### config.mk
export PLATFORM = sky130hd
export DESIGN_NAME = epsilon_greedy_action_select_flat
export DESIGN_NICKNAME = d
export VERILOG_FILES = /design/src/rtl/egas_pkg.sv /design/src/rtl/egas_if.sv /design/src/rtl/egas_lane.sv /design/src/rtl/egas_rem.sv /design/src/rtl/egas_merge.sv /design/src/rtl/epsilon_greedy_action_select.sv /design/src/flat_wrapper.sv
export SDC_FILE = /design/constraint.sdc
export NUM_CORES = 1
export LEC_CHECK = 0
export BUFFER_PORTS_ARGS = -buffer_cell sky130_fd_sc_hd__buf_2
export CORE_UTILIZATION = 35
export CTS_CLUSTER_DIAMETER = 120
export DETAILED_ROUTE_END_ITERATION = 8
export HOLD_SLACK_MARGIN = 0.1
export PLACE_DENSITY = 0.5
export SYNTH_ARGS = -nofsm -noshare
export SYNTH_HDL_FRONTEND = slang
export SYNTH_SLANG_ARGS = --single-unit
### constraint.sdc
create_clock -name clk -period 11.7 [get_ports clk]
set_input_delay 2.34 -clock clk [delete_from_list [all_inputs] [get_ports clk]]
set_output_delay 2.34 -clock clk [all_outputs]
set_load 0.1 [all_outputs]
### src/rtl/egas_pkg.sv
// Shared constants for the epsilon-greedy action selector.
`timescale 1ns / 1ps

package egas_pkg;

    // Default configuration
    localparam int NUM_ACTIONS_DEF = 4;
    localparam int Q_WIDTH_DEF     = 16;

    // Epsilon register: fraction of 65536, 65536 means always explore
    localparam int              EPS_W     = 17;
    localparam logic [EPS_W-1:0] EPS_RESET = 17'd6554;

    // Random draws
    localparam int DRAW_W = 16;

    // Remainder pipeline: draw bits retired per stage
    localparam int REM_BITS_PER_STAGE = 4;
    localparam int REM_STAGES         = DRAW_W / REM_BITS_PER_STAGE;

endpackage

### src/rtl/egas_if.sv
// Request and result channel interfaces of the epsilon-greedy action selector.
`timescale 1ns / 1ps

interface egas_req_if import egas_pkg::*; #(
    parameter int NUM_ACTIONS = NUM_ACTIONS_DEF,
    parameter int Q_WIDTH     = Q_WIDTH_DEF
) ();
    logic                                valid;
    logic                                ready;
    logic [NUM_ACTIONS-1:0]              legal_mask;
    logic [NUM_ACTIONS-1:0][Q_WIDTH-1:0] q_value;
    logic [DRAW_W-1:0]                   explore_draw;
    logic [DRAW_W-1:0]                   pick_draw;

    modport source (output valid, legal_mask, q_value, explore_draw, pick_draw, input ready);
    modport sink   (input valid, legal_mask, q_value, explore_draw, pick_draw, output ready);
endinterface

interface egas_res_if import egas_pkg::*; #(
    parameter int NUM_ACTIONS = NUM_ACTIONS_DEF
) ();
    localparam int IDX_W = $clog2(NUM_ACTIONS);

    logic             valid;
    logic             ready;
    logic [IDX_W-1:0] chosen_action;
    logic             explored;
    logic             no_legal_action;

    modport source (output valid, chosen_action, explored, no_legal_action, input ready);
    modport sink   (input valid, chosen_action, explored, no_legal_action, output ready);
endinterface

### src/rtl/egas_lane.sv
// One compare lane: flags its action when it is legal and no legal action beats it.
`timescale 1ns / 1ps

module egas_lane #(
    parameter int NUM_ACTIONS = 4,
    parameter int Q_WIDTH     = 16,
    parameter int LANE        = 0
) (
    input  logic [NUM_ACTIONS-1:0]              legal_mask,
    input  logic [NUM_ACTIONS-1:0][Q_WIDTH-1:0] q_value,
    output logic                                is_max
);

    // Independent compares against every other legal action
    always_comb
    begin
        is_max = legal_mask[LANE];
        for (int j = 0; j < NUM_ACTIONS; j++)
        begin
            if (j != LANE && legal_mask[j] &&
                ($signed(q_value[LANE]) < $signed(q_value[j])))
            begin
                is_max = 1'b0;
            end
        end
    end

endmodule

### src/rtl/egas_rem.sv
// Pipelined restoring remainder: draw mod a small candidate count.
`timescale 1ns / 1ps

module egas_rem import egas_pkg::*; #(
    parameter int DIV_W  = 3,
    parameter int SIDE_W = 6
) (
    input  logic                  clk,
    input  logic [REM_STAGES-1:0] en,
    input  logic [DRAW_W-1:0]     dividend,
    input  logic [DIV_W-1:0]      divisor,
    input  logic [SIDE_W-1:0]     side_in,
    output logic [DIV_W-1:0]      rem,
    output logic [DIV_W-1:0]      divisor_out,
    output logic [SIDE_W-1:0]     side_out
);

    logic [DIV_W-1:0]  rem_reg  [REM_STAGES];
    logic [DRAW_W-1:0] draw_reg [REM_STAGES];
    logic [DIV_W-1:0]  div_reg  [REM_STAGES];
    logic [SIDE_W-1:0] side_reg [REM_STAGES];

    for (genvar s = 0; s < REM_STAGES; s++)
    begin : g_stage
        logic [DIV_W-1:0]  rem_in;
        logic [DRAW_W-1:0] draw_in;
        logic [DIV_W-1:0]  div_in;
        logic [SIDE_W-1:0] side_stage_in;
        logic [DIV_W-1:0]  rem_next;
        logic [DRAW_W-1:0] draw_next;

        if (s == 0)
        begin : g_first
            assign rem_in        = '0;
            assign draw_in       = dividend;
            assign div_in        = divisor;
            assign side_stage_in = side_in;
        end
        else
        begin : g_rest
            assign rem_in        = rem_reg[s-1];
            assign draw_in       = draw_reg[s-1];
            assign div_in        = div_reg[s-1];
            assign side_stage_in = side_reg[s-1];
        end

        // Retire REM_BITS_PER_STAGE draw bits, MSB first; partial remainder stays below divisor
        always_comb
        begin
            logic [DIV_W:0] trial;
            rem_next  = rem_in;
            draw_next = draw_in;
            for (int b = 0; b < REM_BITS_PER_STAGE; b++)
            begin
                trial     = {rem_next, draw_next[DRAW_W-1]};
                draw_next = draw_next << 1;
                if (trial >= {1'b0, div_in})
                begin
                    trial = trial - {1'b0, div_in};
                end
                rem_next = trial[DIV_W-1:0];
            end
        end

        always_ff @(posedge clk)
        begin
            if (en[s])
            begin
                rem_reg[s]  <= rem_next;
                draw_reg[s] <= draw_next;
                div_reg[s]  <= div_in;
                side_reg[s] <= side_stage_in;
            end
        end
    end

    assign rem         = rem_reg[REM_STAGES-1];
    assign divisor_out = div_reg[REM_STAGES-1];
    assign side_out    = side_reg[REM_STAGES-1];

endmodule

### src/rtl/egas_merge.sv
// Merge stage: picks the candidate whose ascending rank equals the target.
`timescale 1ns / 1ps

module egas_merge #(
    parameter int NUM_ACTIONS = 4,
    parameter int CNT_W       = 3,
    parameter int IDX_W       = 2
) (
    input  logic [NUM_ACTIONS-1:0] cand,
    input  logic [CNT_W-1:0]       target,
    output logic [IDX_W-1:0]       idx
);

    logic [NUM_ACTIONS-1:0] hit;

    // Per-lane rank: candidates below this lane
    for (genvar i = 0; i < NUM_ACTIONS; i++)
    begin : g_rank
        localparam logic [NUM_ACTIONS-1:0] LOW_MASK = NUM_ACTIONS'((1 << i) - 1);
        assign hit[i] = cand[i] && (CNT_W'($countones(cand & LOW_MASK)) == target);
    end

    // At most one lane hits; OR the indices together
    always_comb
    begin
        idx = '0;
        for (int i = 0; i < NUM_ACTIONS; i++)
        begin
            if (hit[i])
            begin
                idx = idx | IDX_W'(i);
            end
        end
    end

endmodule

### src/rtl/epsilon_greedy_action_select.sv
// Top level of the epsilon-greedy action selector.
//
//  channel | direction | handshake           | payload
//  --------+-----------+---------------------+-----------------------------------------
//  req     | in        | valid / ready       | legal_mask, q_value[], explore_draw, pick_draw
//  res     | out       | valid / ready       | chosen_action, explored, no_legal_action
//  cfg     | in        | cfg_wr_en           | cfg_wr_data (epsilon)
//
// One request per cycle sustained while res is ready. The stages are the lane
// compare stage, the candidate count stage, the pipelined remainder
// (DRAW_W / REM_BITS_PER_STAGE stages) and the output register.
// Every stage advances when it is empty or the next one advances, so bubbles
// close up while res is stalled. Reset clears the valid bits and loads epsilon
// with its default; payload registers are not reset.
`timescale 1ns / 1ps

module epsilon_greedy_action_select import egas_pkg::*; #(
    parameter int NUM_ACTIONS = NUM_ACTIONS_DEF,
    parameter int Q_WIDTH     = Q_WIDTH_DEF
) (
    input  logic             clk,
    input  logic             rst_n,
    input  logic             cfg_wr_en,
    input  logic [EPS_W-1:0] cfg_wr_data,
    egas_req_if.sink         req,
    egas_res_if.source       res
);

    localparam int CNT_W      = $clog2(NUM_ACTIONS + 1);
    localparam int IDX_W      = $clog2(NUM_ACTIONS);
    localparam int NUM_STAGES = REM_STAGES + 3;
    localparam int SIDE_W     = NUM_ACTIONS + 2;

    // Epsilon register
    logic [EPS_W-1:0] eps_reg;

    always_ff @(posedge clk or negedge rst_n)
    begin
        if (!rst_n)
        begin
            eps_reg <= EPS_RESET;
        end
        else if (cfg_wr_en)
        begin
            eps_reg <= cfg_wr_data;
        end
    end

    // Stage valid bits and enables
    logic [NUM_STAGES-1:0] valid_reg;
    logic [NUM_STAGES-1:0] valid_next;
    logic [NUM_STAGES-1:0] stage_en;

    always_comb
    begin
        stage_en[NUM_STAGES-1] = !valid_reg[NUM_STAGES-1] || res.ready;
        for (int k = NUM_STAGES - 2; k >= 0; k--)
        begin
            stage_en[k] = !valid_reg[k] || stage_en[k+1];
        end
    end

    assign valid_next = {valid_reg[NUM_STAGES-2:0], req.valid};

    always_ff @(posedge clk or negedge rst_n)
    begin
        if (!rst_n)
        begin
            valid_reg <= '0;
        end
        else
        begin
            for (int k = 0; k < NUM_STAGES; k++)
            begin
                if (stage_en[k])
                begin
                    valid_reg[k] <= valid_next[k];
                end
            end
        end
    end

    assign req.ready = stage_en[0];

    // Stage 1: compare lanes and explore decision
    logic [NUM_ACTIONS-1:0] is_max_lane;
    logic [NUM_ACTIONS-1:0] is_max_reg;
    logic [NUM_ACTIONS-1:0] legal_reg;
    logic                   explore_reg;
    logic [DRAW_W-1:0]      pick_reg;

    for (genvar i = 0; i < NUM_ACTIONS; i++)
    begin : g_lane
        egas_lane #(
            .NUM_ACTIONS (NUM_ACTIONS),
            .Q_WIDTH     (Q_WIDTH),
            .LANE        (i)
        ) u_lane (
            .legal_mask (req.legal_mask),
            .q_value    (req.q_value),
            .is_max     (is_max_lane[i])
        );
    end

    always_ff @(posedge clk)
    begin
        if (stage_en[0])
        begin
            is_max_reg  <= is_max_lane;
            legal_reg   <= req.legal_mask;
            explore_reg <= ({1'b0, req.explore_draw} < eps_reg);
            pick_reg    <= req.pick_draw;
        end
    end

    // Stage 2: candidate set and its count
    logic [NUM_ACTIONS-1:0] cand_next;
    logic [NUM_ACTIONS-1:0] cand_reg;
    logic [CNT_W-1:0]       div_reg;
    logic                   none_reg;
    logic                   explore2_reg;
    logic [DRAW_W-1:0]      pick2_reg;

    assign cand_next = explore_reg ? legal_reg : is_max_reg;

    always_ff @(posedge clk)
    begin
        if (stage_en[1])
        begin
            cand_reg     <= cand_next;
            div_reg      <= CNT_W'($countones(cand_next));
            none_reg     <= (legal_reg == '0);
            explore2_reg <= explore_reg;
            pick2_reg    <= pick_reg;
        end
    end

    // Remainder pipeline: pick draw mod candidate count
    logic [CNT_W-1:0]  rem_out;
    logic [CNT_W-1:0]  div_out;
    logic [SIDE_W-1:0] side_out;

    egas_rem #(
        .DIV_W  (CNT_W),
        .SIDE_W (SIDE_W)
    ) u_rem (
        .clk         (clk),
        .en          (stage_en[NUM_STAGES-2:2]),
        .dividend    (pick2_reg),
        .divisor     (div_reg),
        .side_in     ({cand_reg, explore2_reg, none_reg}),
        .rem         (rem_out),
        .divisor_out (div_out),
        .side_out    (side_out)
    );

    logic                   none_d;
    logic                   explore_d;
    logic [NUM_ACTIONS-1:0] cand_d;
    logic [IDX_W-1:0]       pick_idx;

    assign none_d    = side_out[0];
    assign explore_d = side_out[1];
    assign cand_d    = side_out[SIDE_W-1:2];

    // Merge: select the ranked candidate
    egas_merge #(
        .NUM_ACTIONS (NUM_ACTIONS),
        .CNT_W       (CNT_W),
        .IDX_W       (IDX_W)
    ) u_merge (
        .cand   (cand_d),
        .target (rem_out),
        .idx    (pick_idx)
    );

    // Output register
    logic [IDX_W-1:0] chosen_reg;
    logic             explored_reg;
    logic             no_legal_reg;

    always_ff @(posedge clk)
    begin
        if (stage_en[NUM_STAGES-1])
        begin
            chosen_reg   <= none_d ? '0 : pick_idx;
            explored_reg <= explore_d && !none_d;
            no_legal_reg <= none_d;
        end
    end

    assign res.valid           = valid_reg[NUM_STAGES-1];
    assign res.chosen_action   = chosen_reg;
    assign res.explored        = explored_reg;
    assign res.no_legal_action = no_legal_reg;

    // Checks
    a_accept_fills_stage1 : assert property (@(posedge clk) disable iff (!rst_n)
        req.valid && req.ready |=> valid_reg[0])
        else $error("accepted request did not enter stage 1");

    a_nonempty_count : assert property (@(posedge clk) disable iff (!rst_n)
        valid_reg[1] && !none_reg |-> div_reg != '0)
        else $error("legal actions present but candidate count is zero");

    a_rem_in_range : assert property (@(posedge clk) disable iff (!rst_n)
        valid_reg[NUM_STAGES-2] && !none_d |-> rem_out < div_out)
        else $error("remainder not below candidate count");

    a_empty_result : assert property (@(posedge clk) disable iff (!rst_n)
        res.valid && res.no_legal_action |-> res.chosen_action == '0 && !res.explored)
        else $error("empty mask result carries an action or explore flag");

endmodule
### src/flat_wrapper.sv
// flat-port wrapper written by rule: the top's interface ports become plain ports
module epsilon_greedy_action_select_flat import egas_pkg::*;
#(
    parameter int NUM_ACTIONS = NUM_ACTIONS_DEF,
    parameter int Q_WIDTH     = Q_WIDTH_DEF
)
  (clk, rst_n, cfg_wr_en, cfg_wr_data, req_valid, req_legal_mask, req_q_value, req_explore_draw, req_pick_draw, req_ready, res_valid, res_chosen_action, res_explored, res_no_legal_action, res_ready);
  egas_req_if #(.NUM_ACTIONS(NUM_ACTIONS), .Q_WIDTH(Q_WIDTH)) req_i ();
  egas_res_if #(.NUM_ACTIONS(NUM_ACTIONS)) res_i ();
  input  logic clk;
  input  logic rst_n;
  input  logic cfg_wr_en;
  input  logic [EPS_W-1:0] cfg_wr_data;
  input wire logic [$bits(req_i.valid)-1:0] req_valid;
  input wire logic [$bits(req_i.legal_mask)-1:0] req_legal_mask;
  input wire logic [$bits(req_i.q_value)-1:0] req_q_value;
  input wire logic [$bits(req_i.explore_draw)-1:0] req_explore_draw;
  input wire logic [$bits(req_i.pick_draw)-1:0] req_pick_draw;
  output wire logic [$bits(req_i.ready)-1:0] req_ready;
  output wire logic [$bits(res_i.valid)-1:0] res_valid;
  output wire logic [$bits(res_i.chosen_action)-1:0] res_chosen_action;
  output wire logic [$bits(res_i.explored)-1:0] res_explored;
  output wire logic [$bits(res_i.no_legal_action)-1:0] res_no_legal_action;
  input wire logic [$bits(res_i.ready)-1:0] res_ready;
  assign req_i.valid = req_valid;
  assign req_i.legal_mask = req_legal_mask;
  assign req_i.q_value = req_q_value;
  assign req_i.explore_draw = req_explore_draw;
  assign req_i.pick_draw = req_pick_draw;
  assign req_ready = req_i.ready;
  assign res_valid = res_i.valid;
  assign res_chosen_action = res_i.chosen_action;
  assign res_explored = res_i.explored;
  assign res_no_legal_action = res_i.no_legal_action;
  assign res_i.ready = res_ready;
  epsilon_greedy_action_select #(.NUM_ACTIONS(NUM_ACTIONS), .Q_WIDTH(Q_WIDTH)) u_core (.clk(clk), .rst_n(rst_n), .cfg_wr_en(cfg_wr_en), .cfg_wr_data(cfg_wr_data), .req(req_i), .res(res_i));
endmodule
; ---- Word level (Yosys, flattened, before mapping)
; Memory sizes are Yosys's and may differ from the RTL's.
; Cells that the tools add are included.
[op_classes]
reduce_logical = 36
addsub = 21
mux = 28
n_eq_ne = 3
magnitude_cmp = 29
[ops]
columns = cell, n
row1 = $lt 16x16->1, 12
row2 = $ge 4x3->1, 15
row3 = $mux 3, 16
row4 = $sub 3x3->3, 15
row5 = $lt 16x17->1, 1
row6 = $logic_and 1x1->1, 16
row7 = $reduce_or 3->1, 4
row8 = $mux 1, 9
row9 = $logic_not 1->1, 8
row10 = $logic_or 1x1->1, 7
row11 = $add 1x1->2, 3
row12 = $logic_not 4->1, 1
row13 = $mux 2, 2
row14 = $mux 4, 1
row15 = $add 3x1->3, 1
row16 = $add 3x3->3, 1
row17 = $eq 1x3->1, 1
row18 = $eq 2x3->1, 1
row19 = $eq 3x3->1, 1
row20 = $ge 1x3->1, 1
row21 = $sub 1x3->3, 1
[word_totals]
elab_cells = 144
reg_bits = 78
n_memories = 4
out_inout_bits = 6
ramBits = 96
[memory_table]
columns = memory, words, word_bits, read_ports, rd_clocked_by_memory_dff, wr, line_no
row1 = u_core.u_rem.draw_reg, 4, 12, 3, 0, 4, egas_rem.sv:19  ; logic [DRAW_W-1:0] draw_reg [REM_STAGES];
row2 = u_core.u_rem.side_reg, 4, 6, 4, 0, 4, egas_rem.sv:21  ; logic [SIDE_W-1:0] side_reg [REM_STAGES];
row3 = u_core.u_rem.div_reg, 4, 3, 3, 0, 4, egas_rem.sv:20  ; logic [DIV_W-1:0] div_reg [REM_STAGES];
row4 = u_core.u_rem.rem_reg, 4, 3, 4, 0, 4, egas_rem.sv:18  ; logic [DIV_W-1:0] rem_reg [REM_STAGES];

; ---- Depth between registers and ports, before layout
; Gate-level depths: netlist of the first run.
; An unclocked memory read counts as a cell.
[depth]
word_depth = 9
depth_mapped = 29
ltp_nobuf = 29

; ---- Hierarchy
; Synthesis of the first run repeated with hierarchy kept, for this count alone.
[unflattened]
hier_cells = 1231
area_unflattened_um2 = 12629.6
[modules_own_cells]
columns = module, instances, area_per_inst_um2, cells_per_inst
row1 = egas_lane, 4, 1211.2, 161
row2 = egas_rem, 1, 4638.2, 371
row3 = epsilon_greedy_action_select, 1, 2989.1, 199
row4 = egas_merge, 1, 157.7, 17

; ---- Least setup slack after synthesis of the first run
; OpenSTA, ideal clock, no wires.
[synth_timing]
path_kind = in2out
start = input port res_ready
end = output port req_ready
setup_slack_ns = 4.745
t_arrival_ns = 4.615
path_buffers = 0
cell_stages = 4
path_cell_list = nand2b_1 > nor2_1 > and3_1 > nand4_1
[synth_via]
elab_chain_len = 7
[synth_rtl]
columns = element, line_no
row1 = start: declaration, flat_wrapper.sv:24  ; input wire logic [$bits(res_i.ready)-1:0] res_ready;
row2 = $logic_or 1x1->1, epsilon_greedy_action_select.sv:56  ; stage_en[NUM_STAGES-1] = !valid_reg[NUM_STAGES-1] || res.ready;
row3 = $logic_or 1x1->1 (6 in a row), epsilon_greedy_action_select.sv:59  ; stage_en[k] = !valid_reg[k] || stage_en[k+1];
row4 = end: declaration, flat_wrapper.sv:19  ; output wire logic [$bits(req_i.ready)-1:0] req_ready;
; Every way passes these cells.

; ---- Worst setup path in the final report of the first run
[layout_timing]
start = input port res_ready
end = output port req_ready
[layout_via]
elab_chain_len = 7
[layout_rtl]
columns = element, line_no
row1 = $logic_or 1x1->1, epsilon_greedy_action_select.sv:56
row2 = net u_core.stage_en[6], epsilon_greedy_action_select.sv:52  ; logic [NUM_STAGES-1:0] stage_en;
row3 = $logic_or 1x1->1 (6 in a row), epsilon_greedy_action_select.sv:59
; The timed path passes the listed nets, and every way through them passes these cells.

==> results_dict.tcl, run 1 <==
set metrics [dict create \
    status "complete, no violations" \
    worstMarginPinSlew_ns 1.09 \
    worstPathRequired_ns 9.36 \
    fin_crit_ns 6.34 \
    antenna_found_initial 2 \
    intPower_mw 2.02 \
    p_leak_nw 5.26 \
    rsz0062_at_grt "no" \
    ys_warn_count 0 \
    slew_headroom_pct 26.9 \
    drc 0 \
    period_share_pct 54.2 \
    io_pins 128 \
    layout_commonest_cell "ha_1" \
    root_buffer "clkbuf_16" \
    syn-num-nets 1163 \
    p_sw_share_pct 42.0 \
    start_util_pct 35.6 \
    fin_tns_setup_ns 0 \
    irDropWorstVdd_mv 0.161 \
    synth_cell_types 68 \
    drv_slew 0 \
    fp.coreArea_sq_um 27800 \
    drt-vias-per-instance 4.75 \
    design_area_sq_um 11600 \
    r2r_setup_slack_ns 5.39 \
    place.gp.congestion 0.844 \
    power_frac_seq_pct 24.7 \
    critPathMaxFanout 27 \
    worstSetupEndpointType "output port" \
    worstPathArrival_ns 4.00 \
    die_area_sq_um 29000 \
    syn_area_sq_um 9900 \
    setup_viol 0 \
    drv_cap 0 \
    grt.met3_usage_pct 3.40 \
    clockPowerShare_pct 14.5 \
    synth_ff_type "edfxtp_1" \
    synth_edf_count 123 \
    finalPower_mw 3.49 \
    nets 1308 \
    grt_pass1_vias 6802 \
    grt_util_all_layers_pct 14.8 \
    wl_per_cell_microns 14.4 \
    syn_avg_cell_area_sq_um 11.5 \
    routed_wl_mm 20.1 \
    ys_ff_latch 147 \
    hold_path_class "register to register" \
    vias 6640 \
    async_flop_share_pct 16.3 \
    top_usage_layer "met2" \
    powerDensity_nw_per_um2 302 \
    holdWs_ns 0.413 \
    final_util_pct 41.6 \
    crit_type "input pin to output port" \
    placed_area_sq_um 11000 \
    port_buffers 127 \
    grt_pass1_wl_mm 33.3 \
    finalHoldViolCount 0 \
    grt_use_met1_pct 18.6 \
    cts_buffers 17 \
    final_cell_mix "ha_1, buf_2, edfxtp_1" \
    die-height_microns 170 \
    dp_hpwl_mm 16.4 \
    cts_tree "done" \
    overflow 0 \
    pwr-share-comb_pct 60.8 \
    clk_transition_reported_paths_ns 0.07 \
    fin_worst_skew_ns 0.0110 \
    drt_first_pass_iters 4 \
    met2_usage_pct 25.4 \
    areaGrowthSynthToFinish_pct 16.8 \
    post-cts-setup-buffers 0 \
    clock_path_buffers 2 \
    hold_buffers 0 \
    drive_gt1_share_pct 21.1 \
    drtIter0Drc 270 \
    max_freq_ghz 0.158 \
    fp-row-count 61 \
    grt_max_degree 33 \
    worstSkewPairLatency_ns 0.42 \
    htreeDepth 4 \
    postCtsResizedCells 0 \
    synth-seq-area-share_pct 43.5 \
    ant_nets 0 \
    netSwitchingPower_mw 1.47 \
    syn_inst 860 \
    cts_sinks 147 \
    die_width_microns 170 \
    critPathLaunchType "input pin" \
]
==> synthesized netlist by cell type (4+ instances only) <==
cell      count  area share, %
o21ai_0      30            1.5
and2_1        5           0.32
nor3_1        6           0.30
a211oi_2      6           0.76
o21ai_1       5           0.25
mux2i_1      11            1.1
a21oi_1      58            2.9
nand3_1      11           0.56
a211o_1       4           0.35
a211oi_1      9           0.68
nand4_1      20            1.3
nor2b_1       9           0.57
dfstp_2       7            1.9
dfrtp_1      17            4.3
a21bo_2       7           0.71
ha_1        164             21
nand2b_1     11           0.70
inv_1       117            4.4
mux2_2       14            1.6
and3_1        5           0.32
o211ai_1      6           0.45
edfxtp_1    123             37
xor2_1       17            1.5
fa_1         17            3.4
o221ai_1      4           0.35
nand2_1      46            1.7
nor2_1       30            1.1
a21o_1       22            1.7
a31oi_1       5           0.32
or2_2         5           0.32
==> power groups by stage <==
stage / combinational [mW] / clock, mW / sequential, mW
3_5_place_dp: 2.13 / 0 / 0.877
2_1_floorplan: 1.73 / 0 / 0.871
4_1_cts: 2.15 / 0.523 / 0.866
6_report: 2.12 / 0.505 / 0.863
5_1_grt: 2.43 / 0.544 / 0.879
3_3_place_gp: 2.13 / 0 / 0.876
==> final timing paths <==
path / startpoint / cells past startpoint / to
max: res_ready / 7 / req_ready
min: u_core.u_rem.side_reg[1][4]$_DFFE_PP_ / 0 / u_core.u_rem.side_reg[2][4]$_DFFE_PP_
max reg2reg: u_core.u_rem.div_reg[0][0]$_DFFE_PP_ / 26 / u_core.u_rem.rem_reg[1][2]$_DFFE_PP_
min in group asynchronous: rst_n / 1 / u_core.eps_reg[0]$_DFFE_PN0P_
min reg2reg: u_core.u_rem.side_reg[1][4]$_DFFE_PP_ / 0 / u_core.u_rem.side_reg[2][4]$_DFFE_PP_
max in group asynchronous: rst_n / 1 / u_core.valid_reg[4]$_DFFE_PN0P_
==> kinds of logic (layout without fill, tap and decap cells) <==
family | count (synthesis) | after routing | share of synthesized area [%]
xor+xnor | 20 | 20 | 1.77
other cells | 0 | 1 | 0
buf+inv | 120 | 278 | 4.55
compound gates | 201 | 201 | 14.5
flops | 147 | 147 | 43.5
mux | 25 | 25 | 2.70
fa+ha+maj | 181 | 181 | 24.2
simple gates | 166 | 166 | 8.90
==> critical path, stage by stage <==
cell,delay (ns)
buf_2,0.07
nand2b_1,0.23
nor2_1,0.14
and3_1,0.25
nand4_1,0.10
buf_4,0.35
buf_2,0.50
==> routing by layer <==
| layer | share of wire [%] | up-vias |
|---|---|---|
| li1 | - | 3469 |
| met1 | 46 | 3039 |
| met2 | 49 | 111 |
| met3 | 3.3 | 19 |
| met4 | 1.1 | 2 |
| met5 | 0.050 | - |
==> area by class of cell <==
class	count	area (sq um)
antenna	1	2.50
tap	378	473
fill	2756	16200
inverter	117	439
clock buffer	18	429
sequential	147	4300
multi-input combinational	593	5150
timing repair buffer	129	651
clock inverter	14	116
==> through the flow <==
step | cells | setup slack, ns
floorplan | 860 | 4.75
global placement | 1364 | 5.34
detailed placement | 1364 | 5.32
CTS | 1396 | 5.31
global route | 1397 | 4.88
finish | 1397 | 5.36
(Power assumes the default switching activity.)
==> run 2, diff against run 1 <==
--- a/config.mk
+++ b/config.mk
@@ -5,12 +5,13 @@
 export SDC_FILE = /design/constraint.sdc
 export NUM_CORES = 1
 export LEC_CHECK = 0
+export ABC_AREA = 1
 export BUFFER_PORTS_ARGS = -buffer_cell sky130_fd_sc_hd__buf_2
 export CORE_UTILIZATION = 35
 export CTS_CLUSTER_DIAMETER = 120
 export DETAILED_ROUTE_END_ITERATION = 8
 export HOLD_SLACK_MARGIN = 0.1
-export PLACE_DENSITY = 0.5
+export PLACE_DENSITY = 0.52
 export SYNTH_ARGS = -nofsm -noshare
 export SYNTH_HDL_FRONTEND = slang
 export SYNTH_SLANG_ARGS = --single-unit
==> constraint.sdc (replaced) <==
create_clock -name clk -period 5.4 [get_ports clk]
set_input_delay 1.08 -clock clk [delete_from_list [all_inputs] [get_ports clk]]
set_output_delay 1.08 -clock clk [all_outputs]
set_load 0.1 [all_outputs]
==> run 2 against run 1 <==
Flip-flop and latch count unchanged. Critical path type is now register to register. Largest cell class unchanged. Sequential share of layout area down 1.9 points. Cell area up 5.4%.
==> results_dict.tcl, run 2 <==
set metrics [dict create \
    hold_depth 0 \
    critPathMaxFanout 6 \
    wl_met1_mm 9.80 \
    finalHoldViolCount 0 \
    worstSkewPairLatency_ns 0.42 \
    drt_first_pass_iters 4 \
    io_pins 128 \
    ant_nets 0 \
    worstMarginPinSlew_ns 1.08 \
    cts_buffers 17 \
    fin_worst_skew_ns 0.00834 \
    drv_cap 0 \
    vias 7334 \
    fp-row-count 62 \
    status "complete, no violations" \
    grt_pass1_wl_mm 35.2 \
    routed_wl_mm 20.6 \
    final_util_pct 42.2 \
    dr_wl_met2_mm 9.83 \
    highest_layer "met5" \
    ys_warn_count 0 \
    yosys.area.top_type "edfxtp_1" \
    r2r_setup_slack_ns 0.32 \
    worstPathRequired_ns 5.57 \
    slew_headroom_pct 28.2 \
    cts_tree "done" \
    cpPeakStageDelay_ns 0.47 \
    hold_path_class "register to register" \
    die_width_microns 174 \
    ys_ff_latch 147 \
    worstSetupEndpointType "register" \
    min_to "u_core.u_rem.side_reg[1][0]$_DFFE_PP_" \
    synth_cell_types 41 \
    cts_sinks 147 \
    dp_hpwl_mm 16.9 \
    max_freq_ghz 0.197 \
    period_share_pct 94.2 \
    fp.coreArea_sq_um 28900 \
    clk_transition_reported_paths_ns 0.07 \
    fin_crit_ns 5.08 \
    r2r-start "u_core.u_rem.draw_reg[1][11]$_DFFE_PP_" \
    start_util_pct 35.9 \
    drt-vias-per-instance 4.45 \
    synthTopCellsByArea "edfxtp_1, ha_1, nand2_1, inv_1, dfrtp_1" \
    antenna_found_initial 3 \
    worstPathArrival_ns 5.26 \
    synth_top_area_share_pct 35.7 \
    drv_slew 0 \
    syn_inst 1098 \
    slowest_stage "fa_1" \
    drc 0 \
    htreeDepth 4 \
    grt_util_all_layers_pct 14.3 \
    place.gp.congestion 0.826 \
    synth_ff_type "edfxtp_1" \
    die_area_sq_um 30300 \
    nets 1552 \
    crit_type "register to register" \
    final_cell_mix "nand2_1, inv_1, ha_1" \
    overflow 0 \
    fill_cells 2912 \
    syn_avg_cell_area_sq_um 9.43 \
    synth-seq-area-share_pct 41.6 \
    port_buffers 127 \
    met3WireLength_microns 842 \
    synth.most_common_cell "nand2_1" \
    syn-num-nets 1401 \
    drive_gt1_share_pct 20.2 \
    syn_area_sq_um 10300 \
    cpMostUsedCell "nand2_1" \
    wl_per_cell_microns 12.5 \
    worstHoldStart "u_core.u_rem.side_reg[0][0]$_DFFE_PP_" \
    die-height_microns 174 \
    layout_commonest_cell "nand2_1" \
    setup_viol 0 \
    drtIter0Drc 270 \
    synth_commonest_cells "nand2_1, inv_1, ha_1, edfxtp_1, a21oi_1" \
    rr_worst_depth 30 \
    async_flop_share_pct 16.3 \
    rr_endpoint "u_core.u_rem.rem_reg[2][0]$_DFFE_PP_" \
    synth_edf_count 123 \
    critPathLaunchType "register" \
    areaGrowthSynthToFinish_pct 17.7 \
    root_buffer "clkbuf_16" \
    grt_max_degree 35 \
    grt_pass1_vias 7467 \
    clock_path_buffers 2 \
]
==> run 2: cell types whose count changed in the layout (fill, tap and decap cells not counted), sizes merged, moves of 11 or more <==
| cell | before | now |
|---|---|---|
| nor2 | 32 | 73 |
| nand2 | 46 | 241 |
| nand2b | 11 | 0 |
| xor2 | 17 | 6 |
| inv | 125 | 223 |
| nand3 | 11 | 59 |
| a21o | 24 | 4 |
| mux2i | 11 | 0 |
| a211oi | 15 | 1 |
==> run 2: metal layers <==
layer / up-vias / global-route usage (%)
li1: 3934 / -
met1: 3281 / 18.1
met2: 102 / 24.9
met3: 13 / 3.94
met4: 4 / 2.01
met5: - / 0
==> run 2: logic make-up (layout without fill, tap and decap cells) <==
family / count (synthesis) / count (layout) / share of synthesized area [%]
AO/OA/AOI/OAI: 127 / 127 / 7.23
XOR/XNOR: 18 / 18 / 1.52
adder cells (fa/ha/maj): 181 / 181 / 23.1
buffers and inverters: 217 / 381 / 7.87
flip-flops: 147 / 147 / 41.6
multiplexers: 4 / 4 / 0.435
other: 0 / 1 / 0
AND/OR/NAND/NOR: 404 / 404 / 18.2
==> run 2: critical path: cells and delay by family, from the launching register on <==
kind | cells | cell delay [ns]
AOI/OAI and AO/OA | 5 | 0.84
adders and majority gates | 5 | 1.98
DFF | 1 | 0.35
and+or+nand+nor | 14 | 1.20
buffers and inverters | 6 | 0.46
==> run 2: metrics by stage <==
stage | hold slack, ns | setup slack, ns | cells | setup TNS (ns) | area, sq um
final | 0.415 | 0.316 | 1647 | 0 | 12200
after CTS | 0.415 | 0.256 | 1641 | 0 | 12100
after floorplan | 0.400 | 0.681 | 1098 | 0 | 10300
after global routing | 0.424 | -0.00278 | 1647 | -0.00313 | 12200
after detailed placement | 0.405 | 0.281 | 1609 | 0 | 11500
after global placement | 0.403 | 0.403 | 1609 | 0 | 11500
==> run 2: timing repair <==
item / in CTS / in global routing
buffers inserted: 0 / 5
endpoints found under the hold margin: 0 / 0
endpoints found under the setup margin: 0 / 9
gates resized for setup: 0 / 9
hold buffers: 0 / 0
==> run 2: how the worst max path moves through the flow <==
| stage | from | depth (start not counted) | to |
|---|---|---|---|
| 6_report | u_core.u_rem.draw_reg[1][11]$_DFFE_PP_ | 30 | u_core.u_rem.rem_reg[2][0]$_DFFE_PP_ |
| 3_3_place_gp | u_core.u_rem.draw_reg[0][11]$_DFFE_PP_ | 30 | u_core.u_rem.rem_reg[1][2]$_DFFE_PP_ |
| 2_1_floorplan | u_core.u_rem.draw_reg[0][11]$_DFFE_PP_ | 30 | u_core.u_rem.rem_reg[1][1]$_DFFE_PP_ |
| 3_5_place_dp | u_core.u_rem.div_reg[0][0]$_DFFE_PP_ | 29 | u_core.u_rem.rem_reg[1][2]$_DFFE_PP_ |
| 5_1_grt | u_core.u_rem.draw_reg[2][11]$_DFFE_PP_ | 33 | u_core.u_rem.rem_reg[3][2]$_DFFE_PP_ |
| 4_1_cts | u_core.u_rem.div_reg[1][0]$_DFFE_PP_ | 29 | u_core.u_rem.rem_reg[2][0]$_DFFE_PP_ |
==> run 2: final cells by class <==
class / count / area, sq um / share of cell area (%)
Multi-Input combinational cell: 734 / 5270 / 43.2
Sequential cell: 147 / 4300 / 35.3
Tap cell: 384 / 480 / 3.94
Antenna cell: 1 / 2.50 / 0.0205
Clock inverter: 15 / 208 / 1.70
Timing Repair Buffer: 135 / 696 / 5.71
Inverter: 214 / 803 / 6.59
Clock buffer: 17 / 425 / 3.49
Power of run 2 is left out: the tool's default activity adds up to more than one toggle a clock period on the data nets, which glitch-free logic cannot reach.
==> run 3, diff against run 2 <==
--- a/config.mk
+++ b/config.mk
@@ -11,7 +11,7 @@
 export CTS_CLUSTER_DIAMETER = 120
 export DETAILED_ROUTE_END_ITERATION = 8
 export HOLD_SLACK_MARGIN = 0.1
-export PLACE_DENSITY = 0.52
+export PLACE_DENSITY = 0.5
 export SYNTH_ARGS = -nofsm -noshare
 export SYNTH_HDL_FRONTEND = slang
 export SYNTH_SLANG_ARGS = --single-unit
==> constraint.sdc (replaced) <==
create_clock -name clk -period 6.34 [get_ports clk]
set_input_delay 1.268 -clock clk [delete_from_list [all_inputs] [get_ports clk]]
set_output_delay 1.268 -clock clk [all_outputs]
set_load 0.1 [all_outputs]
==> run 3 against run 2 <==
Non-clock buffer count decreased by 6. Wire length shrank 1.3%. Critical endpoint is now u_core.u_rem.rem_reg[2][2]$_DFFE_PP_. Flip-flop and latch count unchanged. Cell count shrank 0.43%. First-iteration DRC count shrank 23%. Largest cell class unchanged. Via count barely moved.
==> results_dict.tcl, run 3 (synthesized netlist as in run 2, its figures left out) <==
set metrics [dict create \
    start_util_pct 35.9 \
    ant_nets 0 \
    die-height_microns 174 \
    worstSetupEndpointType "register" \
    htreeDepth 4 \
    worstPathArrival_ns 5.31 \
    drv_slew 0 \
    fp.coreArea_sq_um 28900 \
    cpMostUsedCell "nand2_1" \
    wl_per_cell_microns 12.4 \
    postCtsResizedCells 0 \
    port_buffers 127 \
    drt-vias-per-instance 4.47 \
    root_buffer "clkbuf_16" \
    critPathLaunchType "register" \
    placed_area_sq_um 11500 \
    vias 7327 \
    worstMarginPinSlew_ns 1.14 \
    slowest_stage "fa_1" \
    dp_hpwl_mm 16.9 \
    drtIter0Drc 209 \
    layout_commonest_cell "nand2_1" \
    hold_path_class "register to register" \
    io_pins 128 \
    fin_tns_setup_ns 0 \
    status "complete, no violations" \
    drive_gt1_share_pct 19.3 \
    design_area_sq_um 12100 \
    diodes 0 \
    crit_type "register to register" \
    die_area_sq_um 30300 \
    grt_pass1_wl_mm 34.6 \
    clock_path_buffers 2 \
    cts_tree "done" \
    grt_max_degree 35 \
    period_share_pct 80.9 \
    die_width_microns 174 \
    drt_first_pass_iters 6 \
    finalHoldViolCount 0 \
    setup_viol 0 \
    rsz0062_at_grt "no" \
    fp-row-count 62 \
    post-cts-setup-buffers 0 \
    place.gp.congestion 0.819 \
    worstPathRequired_ns 6.52 \
    cpPeakStageDelay_ns 0.48 \
    max_freq_ghz 0.195 \
    rr_worst_depth 29 \
    cts_buffers 17 \
    final_cell_mix "nand2_1, inv_1, ha_1" \
    grt_util_all_layers_pct 14.2 \
    worstSkewPairLatency_ns 0.43 \
    fin_worst_skew_ns 0.0163 \
    hold_depth 0 \
    areaGrowthSynthToFinish_pct 16.8 \
    drc 0 \
    grt_pass1_vias 7343 \
    holdWs_ns 0.408 \
    drv_cap 0 \
    fin_crit_ns 5.13 \
    antenna_found_initial 0 \
    slew_headroom_pct 24.1 \
    cts_sinks 147 \
    hold_buffers 0 \
    final_util_pct 41.9 \
    routed_wl_mm 20.3 \
    critPathMaxFanout 6 \
    overflow 0 \
    nets 1546 \
    clk_transition_reported_paths_ns 0.08 \
]
run 3: changes by cell type in the layout (fill, tap and decap cells not counted), moves of 2 or more:
cell	previous run	this run
a21oi_1	53	56
buf_4	8	2
clkinv_8	3	6
fa_1	14	17
a21oi_2	8	5
clkinv_4	0	2
fa_2	3	0
bufinv_16	2	0
o21ai_4	2	0
inv_6	4	0
o21ai_2	3	5
run 3: area by class of cell:
class	count	area [sq um]
clock buffers	17	425
clock inverters	15	190
multi-input cells	734	5230
repair buffers	129	651
inverters	214	803
well taps	384	480
fillers	2887	16800
flip-flops and latches	147	4300
run 3: metal layers:
layer / global-route usage (%) / up-vias / share of wire, %
li1: - / 3916 / -
met1: 18.4 / 3284 / 48
met2: 24.0 / 113 / 47
met3: 3.32 / 14 / 4.4
met4: 3.07 / 0 / 0.79
met5: 0 / - / 0
run 3: critical path, delay by kind of cell (launching register included):
family                   cells  cell delay, ns
adder cells (fa/ha/maj)      5            2.03
AND/OR/NAND/NOR             14            1.19
AO/OA/AOI/OAI                5            0.85
flip-flops                   1            0.45
buffers and inverters        5            0.37
run 3: path summary, 6_finish.rpt:
path	startpoint	slack [ns]	endpoint
hold / removal	u_core.u_rem.side_reg[0][5]$_DFFE_PP_	0.41	u_core.u_rem.side_reg[1][5]$_DFFE_PP_
setup reg to reg	u_core.u_rem.div_reg[1][0]$_DFFE_PP_	1.21	u_core.u_rem.rem_reg[2][2]$_DFFE_PP_
max in group asynchronous	rst_n	5.09	u_core.valid_reg[1]$_DFFE_PN0P_
hold reg to reg	u_core.u_rem.side_reg[0][5]$_DFFE_PP_	0.41	u_core.u_rem.side_reg[1][5]$_DFFE_PP_
min in group asynchronous	rst_n	0.83	u_core.eps_reg[2]$_DFFE_PN0P_
setup / recovery	u_core.u_rem.div_reg[1][0]$_DFFE_PP_	1.21	u_core.u_rem.rem_reg[2][2]$_DFFE_PP_
run 3: through the flow:
step	std cells	setup WS [ns]
detailed placement	1608	1.20
global route	1640	0.704
floorplan	1098	1.27
CTS	1640	1.19
global placement	1608	1.31
finish	1640	1.21
Power of run 3 is left out for the same reason.
